**src/sv/random_cell_picker_without_repeat_macros.svh**
```systemverilog
// ---------------------------------------------------------------------------
// Assertion macros for the random cell picker.
// Shared property forms with a common clock and reset.
// ---------------------------------------------------------------------------
`ifndef RANDOM_CELL_PICKER_WITHOUT_REPEAT_MACROS_SVH
`define RANDOM_CELL_PICKER_WITHOUT_REPEAT_MACROS_SVH

// Same-cycle implication.
`define RCP_ASSERT_SAME(lbl, ante, cons, msg) \
	lbl: assert property (@(posedge clk) disable iff (!arst_n) (ante) |-> (cons)) \
		else $error(msg);

// Next-cycle implication.
`define RCP_ASSERT_NEXT(lbl, ante, cons, msg) \
	lbl: assert property (@(posedge clk) disable iff (!arst_n) (ante) |=> (cons)) \
		else $error(msg);

`endif

```
**src/sv/rcp_pkg.sv**
```systemverilog
// ---------------------------------------------------------------------------
// rcp_pkg
// Types, constants and controller interface of the random cell picker.
// ---------------------------------------------------------------------------
package rcp_pkg;

	localparam int TABLE_DEPTH = 4096;
	localparam int IDX_W = $clog2(TABLE_DEPTH);
	localparam int KEY_W = 20;
	localparam int CNT_W = 21;
	localparam int DIV_W = 32;
	localparam logic [CNT_W-1:0] MAX_CELLS = 21'h100000;
	localparam logic [31:0] HASH_MUL = 32'd2654435761;
	localparam logic [IDX_W-1:0] HASH_LO = HASH_MUL[IDX_W-1:0];

	localparam logic FUNC_FLIP = 1'b0;
	localparam logic FUNC_RESET = 1'b1;

	localparam logic [7:0] CFG_ROW = 8'd0;
	localparam logic [7:0] CFG_COL = 8'd1;

	typedef enum logic [1:0] {
		ST_OK = 2'd0,
		ST_EMPTY = 2'd1,
		ST_FULL = 2'd2
	} status_t;

	// One table entry: valid bit, key and image.
	typedef struct packed {
		logic used;
		logic [KEY_W-1:0] key;
		logic [KEY_W-1:0] val;
	} entry_t;

	// Commands from the controller to the datapath.
	typedef struct packed {
		logic clr_start;
		logic clr_step;
		logic accept;
		logic load_total;
		logic load_rem;
		logic div_start;
		logic div_sel;
		logic hash_load;
		logic hash_sel;
		logic load_r;
		logic probe_next;
		logic load_x;
		logic load_lval;
		logic write_slot;
		logic load_out;
		status_t out_st;
	} cmd_t;

	// Status from the datapath to the controller.
	typedef struct packed {
		logic clr_last;
		logic empty;
		logic div_done;
		logic hit;
		logic exhaust;
	} sts_t;

endpackage

```
**src/sv/rcp_ctrl.sv**
```systemverilog
// ---------------------------------------------------------------------------
// rcp_ctrl
// Sequencer of the flip and clear operations and the output handshake.
// ---------------------------------------------------------------------------
module rcp_ctrl (
	input logic clk,
	input logic arst_n,
	input logic in_valid,
	output logic in_ready,
	input logic func,
	output logic out_valid,
	input logic out_ready,
	input rcp_pkg::sts_t sts,
	output rcp_pkg::cmd_t cmd
);

	typedef enum logic [15:0] {
		S_CLEAR = 16'h0001,
		S_IDLE = 16'h0002,
		S_TOTAL = 16'h0004,
		S_CHECK = 16'h0008,
		S_DIV1S = 16'h0010,
		S_DIV1W = 16'h0020,
		S_HASH1 = 16'h0040,
		S_P1RD = 16'h0080,
		S_P1CK = 16'h0100,
		S_HASH2 = 16'h0200,
		S_P2RD = 16'h0400,
		S_P2CK = 16'h0800,
		S_WRITE = 16'h1000,
		S_DIV2S = 16'h2000,
		S_DIV2W = 16'h4000,
		S_FINISH = 16'h8000
	} state_t;

	state_t state_q, state_d;
	rcp_pkg::status_t st_q, st_d;
	logic out_valid_q;
	logic accept;

	assign in_ready = state_q == S_IDLE;
	assign accept = in_valid && in_ready;

	// Next state and commands.
	always_comb begin
		state_d = state_q;
		st_d = st_q;
		cmd = '0;
		cmd.out_st = st_q;
		case (state_q)
			S_CLEAR: begin
				cmd.clr_step = 1'b1;
				if (sts.clr_last) begin
					state_d = S_IDLE;
				end
			end
			S_IDLE: begin
				if (accept) begin
					cmd.accept = 1'b1;
					if (func == rcp_pkg::FUNC_RESET) begin
						cmd.clr_start = 1'b1;
						state_d = S_CLEAR;
					end else begin
						state_d = S_TOTAL;
					end
				end
			end
			S_TOTAL: begin
				cmd.load_total = 1'b1;
				state_d = S_CHECK;
			end
			S_CHECK: begin
				if (sts.empty) begin
					st_d = rcp_pkg::ST_EMPTY;
					state_d = S_FINISH;
				end else begin
					cmd.load_rem = 1'b1;
					state_d = S_DIV1S;
				end
			end
			S_DIV1S: begin
				cmd.div_start = 1'b1;
				state_d = S_DIV1W;
			end
			S_DIV1W: begin
				if (sts.div_done) begin
					cmd.load_r = 1'b1;
					state_d = S_HASH1;
				end
			end
			S_HASH1: begin
				cmd.hash_load = 1'b1;
				state_d = S_P1RD;
			end
			S_P1RD: begin
				state_d = S_P1CK;
			end
			S_P1CK: begin
				if (sts.hit) begin
					cmd.load_x = 1'b1;
					state_d = S_HASH2;
				end else if (sts.exhaust) begin
					st_d = rcp_pkg::ST_FULL;
					state_d = S_FINISH;
				end else begin
					cmd.probe_next = 1'b1;
					state_d = S_P1RD;
				end
			end
			S_HASH2: begin
				cmd.hash_load = 1'b1;
				cmd.hash_sel = 1'b1;
				state_d = S_P2RD;
			end
			S_P2RD: begin
				state_d = S_P2CK;
			end
			S_P2CK: begin
				if (sts.hit || sts.exhaust) begin
					cmd.load_lval = 1'b1;
					state_d = S_WRITE;
				end else begin
					cmd.probe_next = 1'b1;
					state_d = S_P2RD;
				end
			end
			S_WRITE: begin
				cmd.write_slot = 1'b1;
				state_d = S_DIV2S;
			end
			S_DIV2S: begin
				cmd.div_start = 1'b1;
				cmd.div_sel = 1'b1;
				state_d = S_DIV2W;
			end
			S_DIV2W: begin
				cmd.div_sel = 1'b1;
				if (sts.div_done) begin
					st_d = rcp_pkg::ST_OK;
					state_d = S_FINISH;
				end
			end
			S_FINISH: begin
				if (!out_valid_q || out_ready) begin
					cmd.load_out = 1'b1;
					state_d = S_IDLE;
				end
			end
			default: begin
				state_d = S_IDLE;
			end
		endcase
	end

	// The remainder of the cell division stays in the divider until the result is loaded.
	always_ff @(posedge clk or negedge arst_n) begin
		if (!arst_n) begin
			state_q <= S_CLEAR;
			st_q <= rcp_pkg::ST_OK;
			out_valid_q <= 1'b0;
		end else begin
			state_q <= state_d;
			st_q <= st_d;
			if (cmd.load_out) begin
				out_valid_q <= 1'b1;
			end else if (out_ready) begin
				out_valid_q <= 1'b0;
			end
		end
	end

	assign out_valid = out_valid_q;

endmodule

```
**config.mk**
```make
export PLATFORM = sky130hd
export DESIGN_NAME = rcp_ctrl
export DESIGN_NICKNAME = d
export VERILOG_FILES = /design/src/sv/random_cell_picker_without_repeat_macros.svh /design/src/sv/rcp_pkg.sv /design/src/sv/rcp_ctrl.sv
export SDC_FILE = /design/constraint.sdc
export NUM_CORES = 1
export LEC_CHECK = 0
export ABC_AREA = 1
export BUFFER_PORTS_ARGS = -buffer_cell sky130_fd_sc_hd__buf_2
export CAP_MARGIN = 10
export CORE_MARGIN = 2
export CORE_UTILIZATION = 48
export DETAILED_ROUTE_END_ITERATION = 10
export GPL_ROUTABILITY_DRIVEN = 1
export PLACE_DENSITY = 0.78
export SETUP_SLACK_MARGIN = 0.02
export SLEW_MARGIN = 40
export SYNTH_ARGS = -nofsm -noshare
export SYNTH_HDL_FRONTEND = slang
export SYNTH_SLANG_ARGS = --single-unit
export TNS_END_PERCENT = 50
```
**constraint.sdc**
```tcl
create_clock -name clk -period 1.59 [get_ports clk]
set_input_delay 0.318 -clock clk [delete_from_list [all_inputs] [get_ports clk]]
set_output_delay 0.318 -clock clk [all_outputs]
set_load 0.03 [all_outputs]
```
==> impl_metrics.yaml, run 1 <==
detailed_routing:
  drt_first_pass_iters: 5
  first_iter_violations: 163
  post_route_ant_nets: 0
  totalWireLength_mm: 6.325
  route.vias.total: 1832
  detail_route.wl_per_cell_microns: 21.08
  via_per_inst: 6.107
  remaining_routing_drc_violations: 0
floorplanning:
  die_width_microns: 55.79
  core_area_sq_um: 2500
  initial_core_util_pct: 51.50
  floorplan.rows: 18
  ios: 29
  die_ar_sq_um: 3113
  die_y_microns: 55.79
sta:
  setup_viol: 29
  finalWorstPathRequiredPeriod_ns: 2.215
  min_period_over_period_pct: 139.3
  fin_worst_hold_slack_ns: 0.2025
  maxClockFrequency_mhz: 451.5
  tightest_slew_ns: 0.6676
  worst_slew_margin_rel_pct: 55.33
  timing.clock.skew_ns: 0.006807
  timing.final.ws_setup_ns: -0.6250
  final_hold_viol_count: 0
  drv_slew: 0
  fin_tns_setup_ns: -11.22
  setup_repair_after_global_routing_missed_its_margin: "yes"
pwr:
  seqPwrFrac_pct: 21.6
  power.share.switching_pct: 47.94
  p_int_mw: 1.491
  power_mw: 2.864
  clockPowerShare_pct: 9.6
  power_switching_mw: 1.373
  power_density_nw_per_um2: 1238
  power.static_leakage_nw: 1.232
  ir_drop_mv: 1.454
  power.share.combinational_pct: 68.8
clock_tree:
  cts_buf_count: 3
  cts_htree_levels: 1
  cts.sink_count: 19
  worst_skew_pair.late_latency_ns: 0.33
  clock_tree.buffer_depth: 2
  ctsRootBufferMaster: "sky130_fd_sc_hd__clkbuf_4"
  cts.clk_slew.worst_paths_ns: 0.13
  tritoncts: "yes"
synth:
  post_synth_instance_area_sq_um: 1287
  post_synth.cell_area_avg_sq_um: 7.153
  post_synth_main_area_contributors: "sky130_fd_sc_hd__dfrtp_1, sky130_fd_sc_hd__nor2_1, sky130_fd_sc_hd__nand2_1"
  yosysSeqAreaShare_pct: 37.03
  yosysWarningCount: 0
  area_leader_netlist: "sky130_fd_sc_hd__dfrtp_1"
  number_of_flip_flops_and_latches_in_the_synthesized_netlist: 19
  yosys_most_used_dff: "sky130_fd_sc_hd__dfrtp_1"
  ys_async_sr_fraction_pct: 100.0
  number_of_flops_mapped_to_enable_cells_by_yosys: 0
  syn_nets: 190
  synth_instances: 180
  yosysUniqueCellTypes: 25
  yosysTopAreaCellShare_pct: 34.99
placement:
  place.gp.congestion: 0.8403
  io_buffers: 28
  placed_cells_incl_taps: 277
  dpl.hpwl_mm: 2.769
worst_setup_path:
  critical_path.endpoint_type: "primary output"
  cp.required_ns: 1.27
  cpLargestDelayFamily: "simple AND/OR/NAND/NOR gates"
  start_kind: "flip-flop"
  max_fanout_on_critical_path: 3
  critical_path.n_buffers_inverters: 2
  worst_setup_path_class: "flip-flop to primary output"
  timing.critical_path.slowest_stage_cell: "sky130_fd_sc_hd__dfrtp_1"
  cp_common_cell: "sky130_fd_sc_hd__nor2_1"
  cp_slowest_stage_delay_ns: 0.45
  cp_cell_sequence: "buf_4 -> nor2_1 -> nand2_1 -> nor2_1 -> nand3_4 -> nand2_2 -> buf_6"
  critical_path_arrival_ns: 1.90
status:
  failed_checks: "negative setup slack"
  outcome: "finished with violations"
layout:
  layout.area.seq_sq_um: 476.7
  area_growth_pct: 79.79
  fill_cells: 97
  num-nets-final: 280
  final_cells: 300
  multi_input_comb_area_sq_um: 932.1
  post_route_cells_drive_above_1_share_pct: 56.88
global_routing:
  globalRouteTotalUtil_pct: 33.51
  antenna_found_initial: 0
  largest_net_degree_at_the_start_of_global_routing: 20
  grt-ovfl-total: 0
  grt_pass1_wl_mm: 8.121
  grt_pass1_vias: 1676
job:
  maxCapViolCount: 0
min_path:
  timing.hold.worst.class: "primary input to flip-flop"
layout make-up:
cell class              count  area share (%)
diodes                      1          0.1081
clock buffers               3          0.9730
clock inverters             1          0.2162
inverters                  27           4.378
multi-input cells         132           40.27
flip-flops and latches     19           20.59
well taps                  30           1.622
repair buffers             87           31.84
cells in the mapped netlist (2+ instances only):
cell type / number
sky130_fd_sc_hd__o21ai_2: 2
sky130_fd_sc_hd__nor2_2: 7
sky130_fd_sc_hd__nand2_2: 4
sky130_fd_sc_hd__nor4_1: 3
sky130_fd_sc_hd__inv_2: 2
sky130_fd_sc_hd__nor2_1: 39
sky130_fd_sc_hd__dfrtp_1: 18
sky130_fd_sc_hd__nor2_4: 2
sky130_fd_sc_hd__nand2_4: 3
sky130_fd_sc_hd__inv_1: 25
sky130_fd_sc_hd__nand3_1: 13
sky130_fd_sc_hd__nand2_1: 37
sky130_fd_sc_hd__nor3_1: 7
sky130_fd_sc_hd__o21ai_0: 7
power by group through the flow:
| stage | logic (mW) | registers (mW) | clock network [mW] |
|---|---|---|---|
| after detailed placement | 1.36 | 0.614 | 0 |
| after CTS | 1.68 | 0.606 | 0.269 |
| after floorplan | 0.787 | 0.660 | 0 |
| final | 1.97 | 0.619 | 0.276 |
| after global placement | 1.33 | 0.605 | 0 |
| after global routing | 2.05 | 0.621 | 0.292 |
flip-flops by register name (all words and copies together), names as in the netlist:
| name | cells |
|---|---|
| out_valid | 1 |
| st_q | 2 |
| state_q | 16 |
metal layers:
layer / track usage (%) / routed length, microns
met1: 41.32 / 2233
met3: 6.977 / 548
met4: 12.54 / 482
met5: 0 / 0
met2: 57.31 / 3061
worst paths after layout:
| kind | startpoint | endpoint | slack, ns | cells past startpoint |
|---|---|---|---|---|
| worst min register to register | st_q[1]$_DFFE_PN0P_ | st_q[1]$_DFFE_PN0P_ | 0.52 | 2 |
| min in group asynchronous | arst_n | out_valid$_DFFE_PN0P_ | 0.47 | 2 |
| worst max-delay path | state_q[10]$_DFFE_PN0P_ | cmd[6] | -0.62 | 7 |
| max in group asynchronous | arst_n | state_q[0]$_DFFE_PN1P_ | 0.77 | 2 |
| worst min-delay path | out_ready | out_valid$_DFFE_PN0P_ | 0.20 | 2 |
| worst max register to register | state_q[1]$_DFFE_PN0P_ | state_q[1]$_DFFE_PN0P_ | -0.46 | 14 |
repair_timing:
action	in CTS	in global routing
endpoints found under the hold margin	18	0
setup buffers	12	5
setup endpoints to repair	22	29
hold buffers	1	0
resized for setup	57	28
cloned	0	0
pin swaps	13	10
cells in the final DEF (no fill, tap or decap), drive strengths merged:
cell type,Yosys,layout
nand2,44,44
nor2,49,49
clkinv,0,1
nor3,7,7
and3,1,1
diode,0,1
dlygate4sd3,0,1
dfstp,1,1
dfrtp,18,18
nor4,3,3
nand4,3,3
or4,1,1
nand3,14,14
clkbuf,0,3
buf,2,86
o21ai,10,10
inv,27,27
cell families (layout without fill, tap and decap cells):
group / Yosys count / count (layout) / synth area share [%]
AOI/OAI and AO/OA: 10 / 10 / 4.470
other: 0 / 1 / 0
buffers and inverters: 29 / 118 / 10.30
DFF: 19 / 19 / 37.03
and+or+nand+nor: 122 / 122 / 48.20
worst reg2reg max path, stage by stage, from the launching register on:
cell                      delay, ns
sky130_fd_sc_hd__dfrtp_1       0.43
sky130_fd_sc_hd__nor2_2        0.17
sky130_fd_sc_hd__nand2_2       0.11
sky130_fd_sc_hd__buf_6         0.14
sky130_fd_sc_hd__nor2_4        0.20
sky130_fd_sc_hd__buf_6         0.17
sky130_fd_sc_hd__nand2_4       0.07
sky130_fd_sc_hd__buf_6         0.13
sky130_fd_sc_hd__buf_6         0.11
sky130_fd_sc_hd__nand2_2       0.08
sky130_fd_sc_hd__inv_2         0.06
sky130_fd_sc_hd__nand2_1       0.08
sky130_fd_sc_hd__nor2_1        0.05
sky130_fd_sc_hd__nand3_1       0.09
sky130_fd_sc_hd__nand2_1       0.07
per-stage QoR:
step	setup slack, ns	cell area [sq um]	utilization, %
6_report	-0.6250	2315	92.59
3_5_place_dp	-0.1918	1842	73.67
4_1_cts	-0.4518	2155	86.19
5_1_grt	-0.6645	2312	92.49
2_1_floorplan	-0.2412	1375	-
3_3_place_gp	-0.1665	1842	73.67
(Power assumes the default switching activity.)
==> run 2: changes to the inputs <==
--- a/config.mk
+++ b/config.mk
@@ -9,10 +9,10 @@
 export BUFFER_PORTS_ARGS = -buffer_cell sky130_fd_sc_hd__buf_2
 export CAP_MARGIN = 10
 export CORE_MARGIN = 2
-export CORE_UTILIZATION = 48
+export CORE_UTILIZATION = 35
 export DETAILED_ROUTE_END_ITERATION = 10
 export GPL_ROUTABILITY_DRIVEN = 1
-export PLACE_DENSITY = 0.78
+export PLACE_DENSITY = 0.61
 export SETUP_SLACK_MARGIN = 0.02
 export SLEW_MARGIN = 40
 export SYNTH_ARGS = -nofsm -noshare
==> run 2 against run 1 <==
The run ends with negative hold slack, negative setup slack left. Wire length is 38% lower. Global-route usage is 15 points lower. Setup slack better by 0.16 ns. Cell count is 5.3% higher. Combinational power is 9.6% lower. Critical path depth is 1 higher. Die area is 34% higher. Flip-flop and latch count stayed put. Via count is 19% lower. First-iteration DRC count is 64% lower. Core utilization is 27 points lower. Sequential share of layout area is 0.31 points lower. Critical path type unchanged.
==> impl_metrics.yaml, run 2 (synthesis gave the netlist of run 1 again) <==
status:
  outcome: "finished with violations"
  failed_checks: "negative hold slack, negative setup slack"
floorplanning:
  die_y_microns: 64.65
  floorplan.rows: 22
  ios: 29
  die_width_microns: 64.65
  die_ar_sq_um: 4180
  initial_core_util_pct: 35.70
  core_area_sq_um: 3606
detailed_routing:
  first_iter_violations: 59
  via_per_inst: 4.703
  remaining_routing_drc_violations: 0
  drt_first_pass_iters: 4
  detail_route.wl_per_cell_microns: 12.42
  route.vias.total: 1486
  totalWireLength_mm: 3.924
  post_route_ant_nets: 0
clock_tree:
  cts_buf_count: 3
  cts.sink_count: 19
  tritoncts: "yes"
  cts.clk_slew.worst_paths_ns: 0.08
  ctsRootBufferMaster: "sky130_fd_sc_hd__clkbuf_8"
  cts_hold_buffers: 0
  worst_skew_pair.late_latency_ns: 0.26
  cts_htree_levels: 1
  clock_tree.buffer_depth: 2
worst_setup_path:
  critical_path_arrival_ns: 1.73
  worst_setup_path_class: "flip-flop to primary output"
  cp.required_ns: 1.27
  max_fanout_on_critical_path: 6
  start_kind: "flip-flop"
  critical_path.endpoint_type: "primary output"
placement:
  place.gp.congestion: 0.8749
  io_buffers: 28
  dpl.hpwl_mm: 2.589
sta:
  maxClockFrequency_mhz: 487.1
  drv_slew: 0
  setup_repair_after_global_routing_missed_its_margin: "yes"
  timing.clock.skew_ns: 0.001117
  tightest_slew_ns: 0.5157
  finalWorstPathRequiredPeriod_ns: 2.053
  worst_slew_margin_rel_pct: 65.50
  setup_viol: 25
  fin_worst_hold_slack_ns: -0.009224
  timing.final.ws_setup_ns: -0.4629
  fin_tns_setup_ns: -7.669
  final_hold_viol_count: 18
  min_period_over_period_pct: 129.1
pwr:
  power_density_nw_per_um2: 1168
  power.static_leakage_nw: 1.204
  ir_drop_mv: 0.9545
global_routing:
  grt-ovfl-total: 0
  globalRouteTotalUtil_pct: 18.70
  grt_pass1_vias: 1372
  largest_net_degree_at_the_start_of_global_routing: 20
  antenna_found_initial: 0
  grt_pass1_wl_mm: 5.954
layout:
  final_common_cell: "sky130_fd_sc_hd__buf_4"
  antennaDiodeCount: 0
  multi_input_comb_area_sq_um: 954.7
  layout.core_utilization_pct: 65.16
  num-nets-final: 279
  largest-register: "state_q"
  largest_register_ff_count: 16
  area_growth_pct: 82.51
  fill_cells: 310
  final_cell_mix: "sky130_fd_sc_hd__buf_4, sky130_fd_sc_hd__nand2_1, sky130_fd_sc_hd__nor2_1"
  layout.area.seq_sq_um: 476.7
  post_route_cells_drive_above_1_share_pct: 57.46
min_path:
  timing.hold.worst.class: "primary input to asynchronous set/reset pin"
job:
  maxCapViolCount: 0
run 2: cell count changes in the layout (fill, tap and decap cells not counted), sizes merged:
cell | previous run | this run
buf | 86 | 85
dlygate4sd3 | 1 | 0
diode | 1 | 0
clkbuf | 3 | 5
clkinv | 1 | 0
run 2: area by class of cell:
| class | instances | share of cell area, % |
|---|---|---|
| inverter | 27 | 4.313 |
| tap | 48 | 2.556 |
| multi-input combinational | 132 | 40.63 |
| timing repair buffer | 86 | 30.30 |
| sequential | 19 | 20.29 |
| clock buffer | 4 | 1.917 |
run 2: critical path: stages, from the launching register on:
cell and delay [ns]:
sky130_fd_sc_hd__dfrtp_1 0.40, sky130_fd_sc_hd__nor2_2 0.15, sky130_fd_sc_hd__nand2_2 0.10, sky130_fd_sc_hd__buf_6 0.13
sky130_fd_sc_hd__nor2_4 0.19, sky130_fd_sc_hd__buf_12 0.17, sky130_fd_sc_hd__nand3_4 0.08, sky130_fd_sc_hd__nand2_2 0.10
sky130_fd_sc_hd__buf_6 0.13
run 2: path summary, 6_finish.rpt:
kind                                   startpoint                      end  slack, ns  depth (start not counted)
min in group clk                        out_ready    out_valid$_DFFE_PN0P_       0.25                          2
max                        state_q[2]$_DFFE_PN0P_                   cmd[6]      -0.46                          8
max reg2reg                state_q[2]$_DFFE_PN0P_      st_q[1]$_DFFE_PN0P_      -0.33                         13
min reg2reg                   st_q[0]$_DFFE_PN0P_      st_q[0]$_DFFE_PN0P_       0.47                          2
max in group asynchronous                  arst_n   state_q[0]$_DFFE_PN1P_       1.26                          1
min                                        arst_n  state_q[12]$_DFFE_PN0P_     -0.009                          1
run 2: metrics by stage:
step / cell area [sq um] / worst slack [ns] / cells / power, mW
after floorplan: 1375 / -0.2412 / 180 / 1.447
after global placement: 1927 / -0.1797 / 300 / 2.019
after detailed placement: 1927 / -0.2029 / 300 / 2.034
after CTS: 2236 / -0.3913 / 312 / 2.667
after global routing: 2350 / -0.4939 / 316 / 2.894
final: 2350 / -0.4629 / 316 / 2.745
run 2: repair_timing:
action	4_1_cts	5_1_grt
buffers inserted	8	4
pin swaps	13	13
setup endpoints to repair	23	27
resized for setup	56	22
run 2: power by group:
part           leakage [nW]  switching, mW  internal, mW
Clock                0.0228          0.180         0.179
Sequential            0.256         0.0509         0.560
Combinational         0.924          0.966         0.809
run 2: per-layer routing:
layer / track usage (%) / part of all wire, % / up-vias
met1: 21.98 / 41 / 711
li1: - / - / 740
met2: 34.24 / 54 / 28
met3: 3.299 / 2.7 / 7
met5: 0 / 0 / -
met4: 6.117 / 1.8 / 0
==> run 3: changes to the inputs <==
--- a/config.mk
+++ b/config.mk
@@ -9,10 +9,11 @@
 export BUFFER_PORTS_ARGS = -buffer_cell sky130_fd_sc_hd__buf_2
 export CAP_MARGIN = 10
 export CORE_MARGIN = 2
-export CORE_UTILIZATION = 35
+export CORE_UTILIZATION = 48
 export DETAILED_ROUTE_END_ITERATION = 10
 export GPL_ROUTABILITY_DRIVEN = 1
-export PLACE_DENSITY = 0.61
+export PLACE_DENSITY = 0.86
+export RECOVER_POWER = 50
 export SETUP_SLACK_MARGIN = 0.02
 export SLEW_MARGIN = 40
 export SYNTH_ARGS = -nofsm -noshare
==> run 3 against run 2 <==
The flow finishes with violations (negative setup slack). Register-to-register slack got worse by 0.14 ns. Core utilization rose by 26 points. Critical path depth rose by 1. Hold slack improved by 0.23 ns. Combinational power rose by 18%. Wire length rose by 56%. Setup slack got worse by 0.17 ns. Die area fell by 26%. Clock-buffer cell count fell by 1. Critical endpoint is now cmd[16].
==> impl_metrics.yaml, run 3 (synthesis gave the netlist of run 1 again) <==
status:
  outcome: "finished with violations"
  failed_checks: "negative setup slack"
sta:
  timing.final.ws_setup_ns: -0.6319
  finalWorstPathRequiredPeriod_ns: 2.222
  final_hold_viol_count: 0
  timing.clock.skew_ns: 0.007081
  setup_viol: 26
  worst_slew_margin_rel_pct: 64.85
  maxClockFrequency_mhz: 450.1
  tightest_slew_ns: 0.5273
  fin_tns_setup_ns: -12.02
  min_period_over_period_pct: 139.7
  fin_worst_hold_slack_ns: 0.2174
  setup_repair_after_global_routing_missed_its_margin: "yes"
  drv_slew: 0
layout:
  largest-register: "state_q"
  largest_register_ff_count: 16
  final_common_cell: "sky130_fd_sc_hd__buf_4"
  final_cell_mix: "sky130_fd_sc_hd__buf_4, sky130_fd_sc_hd__nor2_1, sky130_fd_sc_hd__nand2_1"
  post_route_cells_drive_above_1_share_pct: 56.13
  num-nets-final: 280
  post_layout_instance_area_sq_um: 2287
  antennaDiodeCount: 0
  area_growth_pct: 77.65
pwr:
  clockPowerShare_pct: 9.3
  power.share.combinational_pct: 69.9
  power_switching_mw: 1.432
  seqPwrFrac_pct: 20.8
  p_int_mw: 1.578
  power.static_leakage_nw: 1.225
  power.share.switching_pct: 47.58
  power_density_nw_per_um2: 1316
  ir_drop_mv: 1.397
worst_setup_path:
  cp_common_cell: "sky130_fd_sc_hd__nor2_4"
  timing.critical_path.slowest_stage_cell: "sky130_fd_sc_hd__dfrtp_1"
  critical_path.endpoint_type: "primary output"
  register_to_register_path_depth: 13
  worst_setup_path_class: "flip-flop to primary output"
  cp_slowest_stage_delay_ns: 0.47
  critical_path_arrival_ns: 1.90
  start_kind: "flip-flop"
  max_fanout_on_critical_path: 3
  cp.required_ns: 1.27
  cp_cell_sequence: "nor2_4 -> nand2_4 -> buf_12 -> nor2_8 -> nand3_4 -> nor2_4 -> inv_2 -> nor2_4 -> buf_6"
detailed_routing:
  drt_first_pass_iters: 5
  top_layer_used: "met4"
  route.vias.total: 1831
  routed-wl-met2_mm: 2.933
  post_route_ant_nets: 0
  via_per_inst: 6.124
  detailroute.wirelength.met3_microns: 680
  wirelength_met1_mm: 1.997
  detail_route.wl_per_cell_microns: 20.53
  remaining_routing_drc_violations: 0
  first_iter_violations: 146
  totalWireLength_mm: 6.137
job:
  maxCapViolCount: 0
clock_tree:
  cts.sink_count: 19
  cts_htree_levels: 1
  cts.clk_slew.worst_paths_ns: 0.13
  cts_buf_count: 3
  ctsRootBufferMaster: "sky130_fd_sc_hd__clkbuf_4"
  clock_tree.buffer_depth: 2
  worst_skew_pair.late_latency_ns: 0.32
  tritoncts: "yes"
placement:
  pre_cts_ws_ns: -0.2331
  io_buffers: 28
  dpl.hpwl_mm: 2.678
  place.gp.congestion: 0.9516
  placedInstanceArea_sq_um: 1862
floorplanning:
  floorplan.rows: 18
  die_width_microns: 55.79
  die_y_microns: 55.79
  initial_core_util_pct: 51.50
  die_ar_sq_um: 3113
  ios: 29
  core_area_sq_um: 2500
global_routing:
  largest_net_degree_at_the_start_of_global_routing: 20
  grt-ovfl-total: 0
  antenna_found_initial: 0
  globalRouteTotalUtil_pct: 35.61
  grt_pass1_wl_mm: 8.314
  grt_pass1_vias: 1687
min_path:
  worst_hold_path.num_cells: 2
  timing.hold.worst.class: "primary input to flip-flop"
## run 3: cell count changes in the layout (fill, tap and decap cells not counted), sizes merged
cell	delta
dlygate4sd3	+1
clkbuf	-1
clkinv	+1
## run 3: stage by stage
| stage | instances | util, % | total power [mW] |
|---|---|---|---|
| floorplan | 180 | - | 1.447 |
| global placement | 278 | 74.47 | 1.881 |
| detailed placement | 278 | 74.47 | 1.932 |
| CTS | 292 | 84.88 | 2.555 |
| global route | 299 | 91.49 | 3.087 |
| finish | 299 | 91.49 | 3.010 |
## run 3: final cells by class
cell class | instances | area [sq um]
tap | 30 | 37.54
clock buffer | 3 | 22.52
inverter | 27 | 101.3
timing repair buffer | 87 | 725.7
sequential | 19 | 476.7
fill | 89 | 212.7
clock inverter | 1 | 5.005
multi-input combinational | 132 | 918.4
## run 3: worst paths after layout
| kind | start | end | slack (ns) |
|---|---|---|---|
| max | state_q[12]$_DFFE_PN0P_ | cmd[16] | -0.63 |
| min | sts[3] | state_q[4]$_DFFE_PN0P_ | 0.22 |
| max reg2reg | state_q[3]$_DFFE_PN0P_ | st_q[1]$_DFFE_PN0P_ | -0.47 |
| min reg2reg | st_q[0]$_DFFE_PN0P_ | st_q[0]$_DFFE_PN0P_ | 0.54 |
| max in group asynchronous | arst_n | state_q[0]$_DFFE_PN1P_ | 0.73 |
| min in group asynchronous | arst_n | state_q[3]$_DFFE_PN0P_ | 0.50 |
## run 3: power groups by stage
stage	sequential, mW	clock, mW	combinational, mW
5_1_grt	0.630	0.300	2.16
3_5_place_dp	0.610	0	1.32
6_report	0.627	0.280	2.10
3_3_place_gp	0.604	0	1.28
4_1_cts	0.603	0.266	1.69
2_1_floorplan	0.660	0	0.787
## run 3: critical path: cells and delay by family, from the launching register on
| kind | cells | cell delay, ns |
|---|---|---|
| simple gates | 6 | 0.76 |
| buf+inv | 3 | 0.34 |
| flops | 1 | 0.47 |
## run 3: per-layer routing
metal  GRT usage [%]  vias to the layer above
li1                -                      748
met1           38.79                      831
met4           19.51                        0
met2           63.27                      192
met5               0                        -
met3           8.140                       60
## run 3: repair_timing
action	CTS	global route
pin swaps	5	16
hold buffers	1	0
setup endpoints to repair	23	30
endpoints found under the hold margin	18	0
setup buffers	9	7
resized for setup	46	32
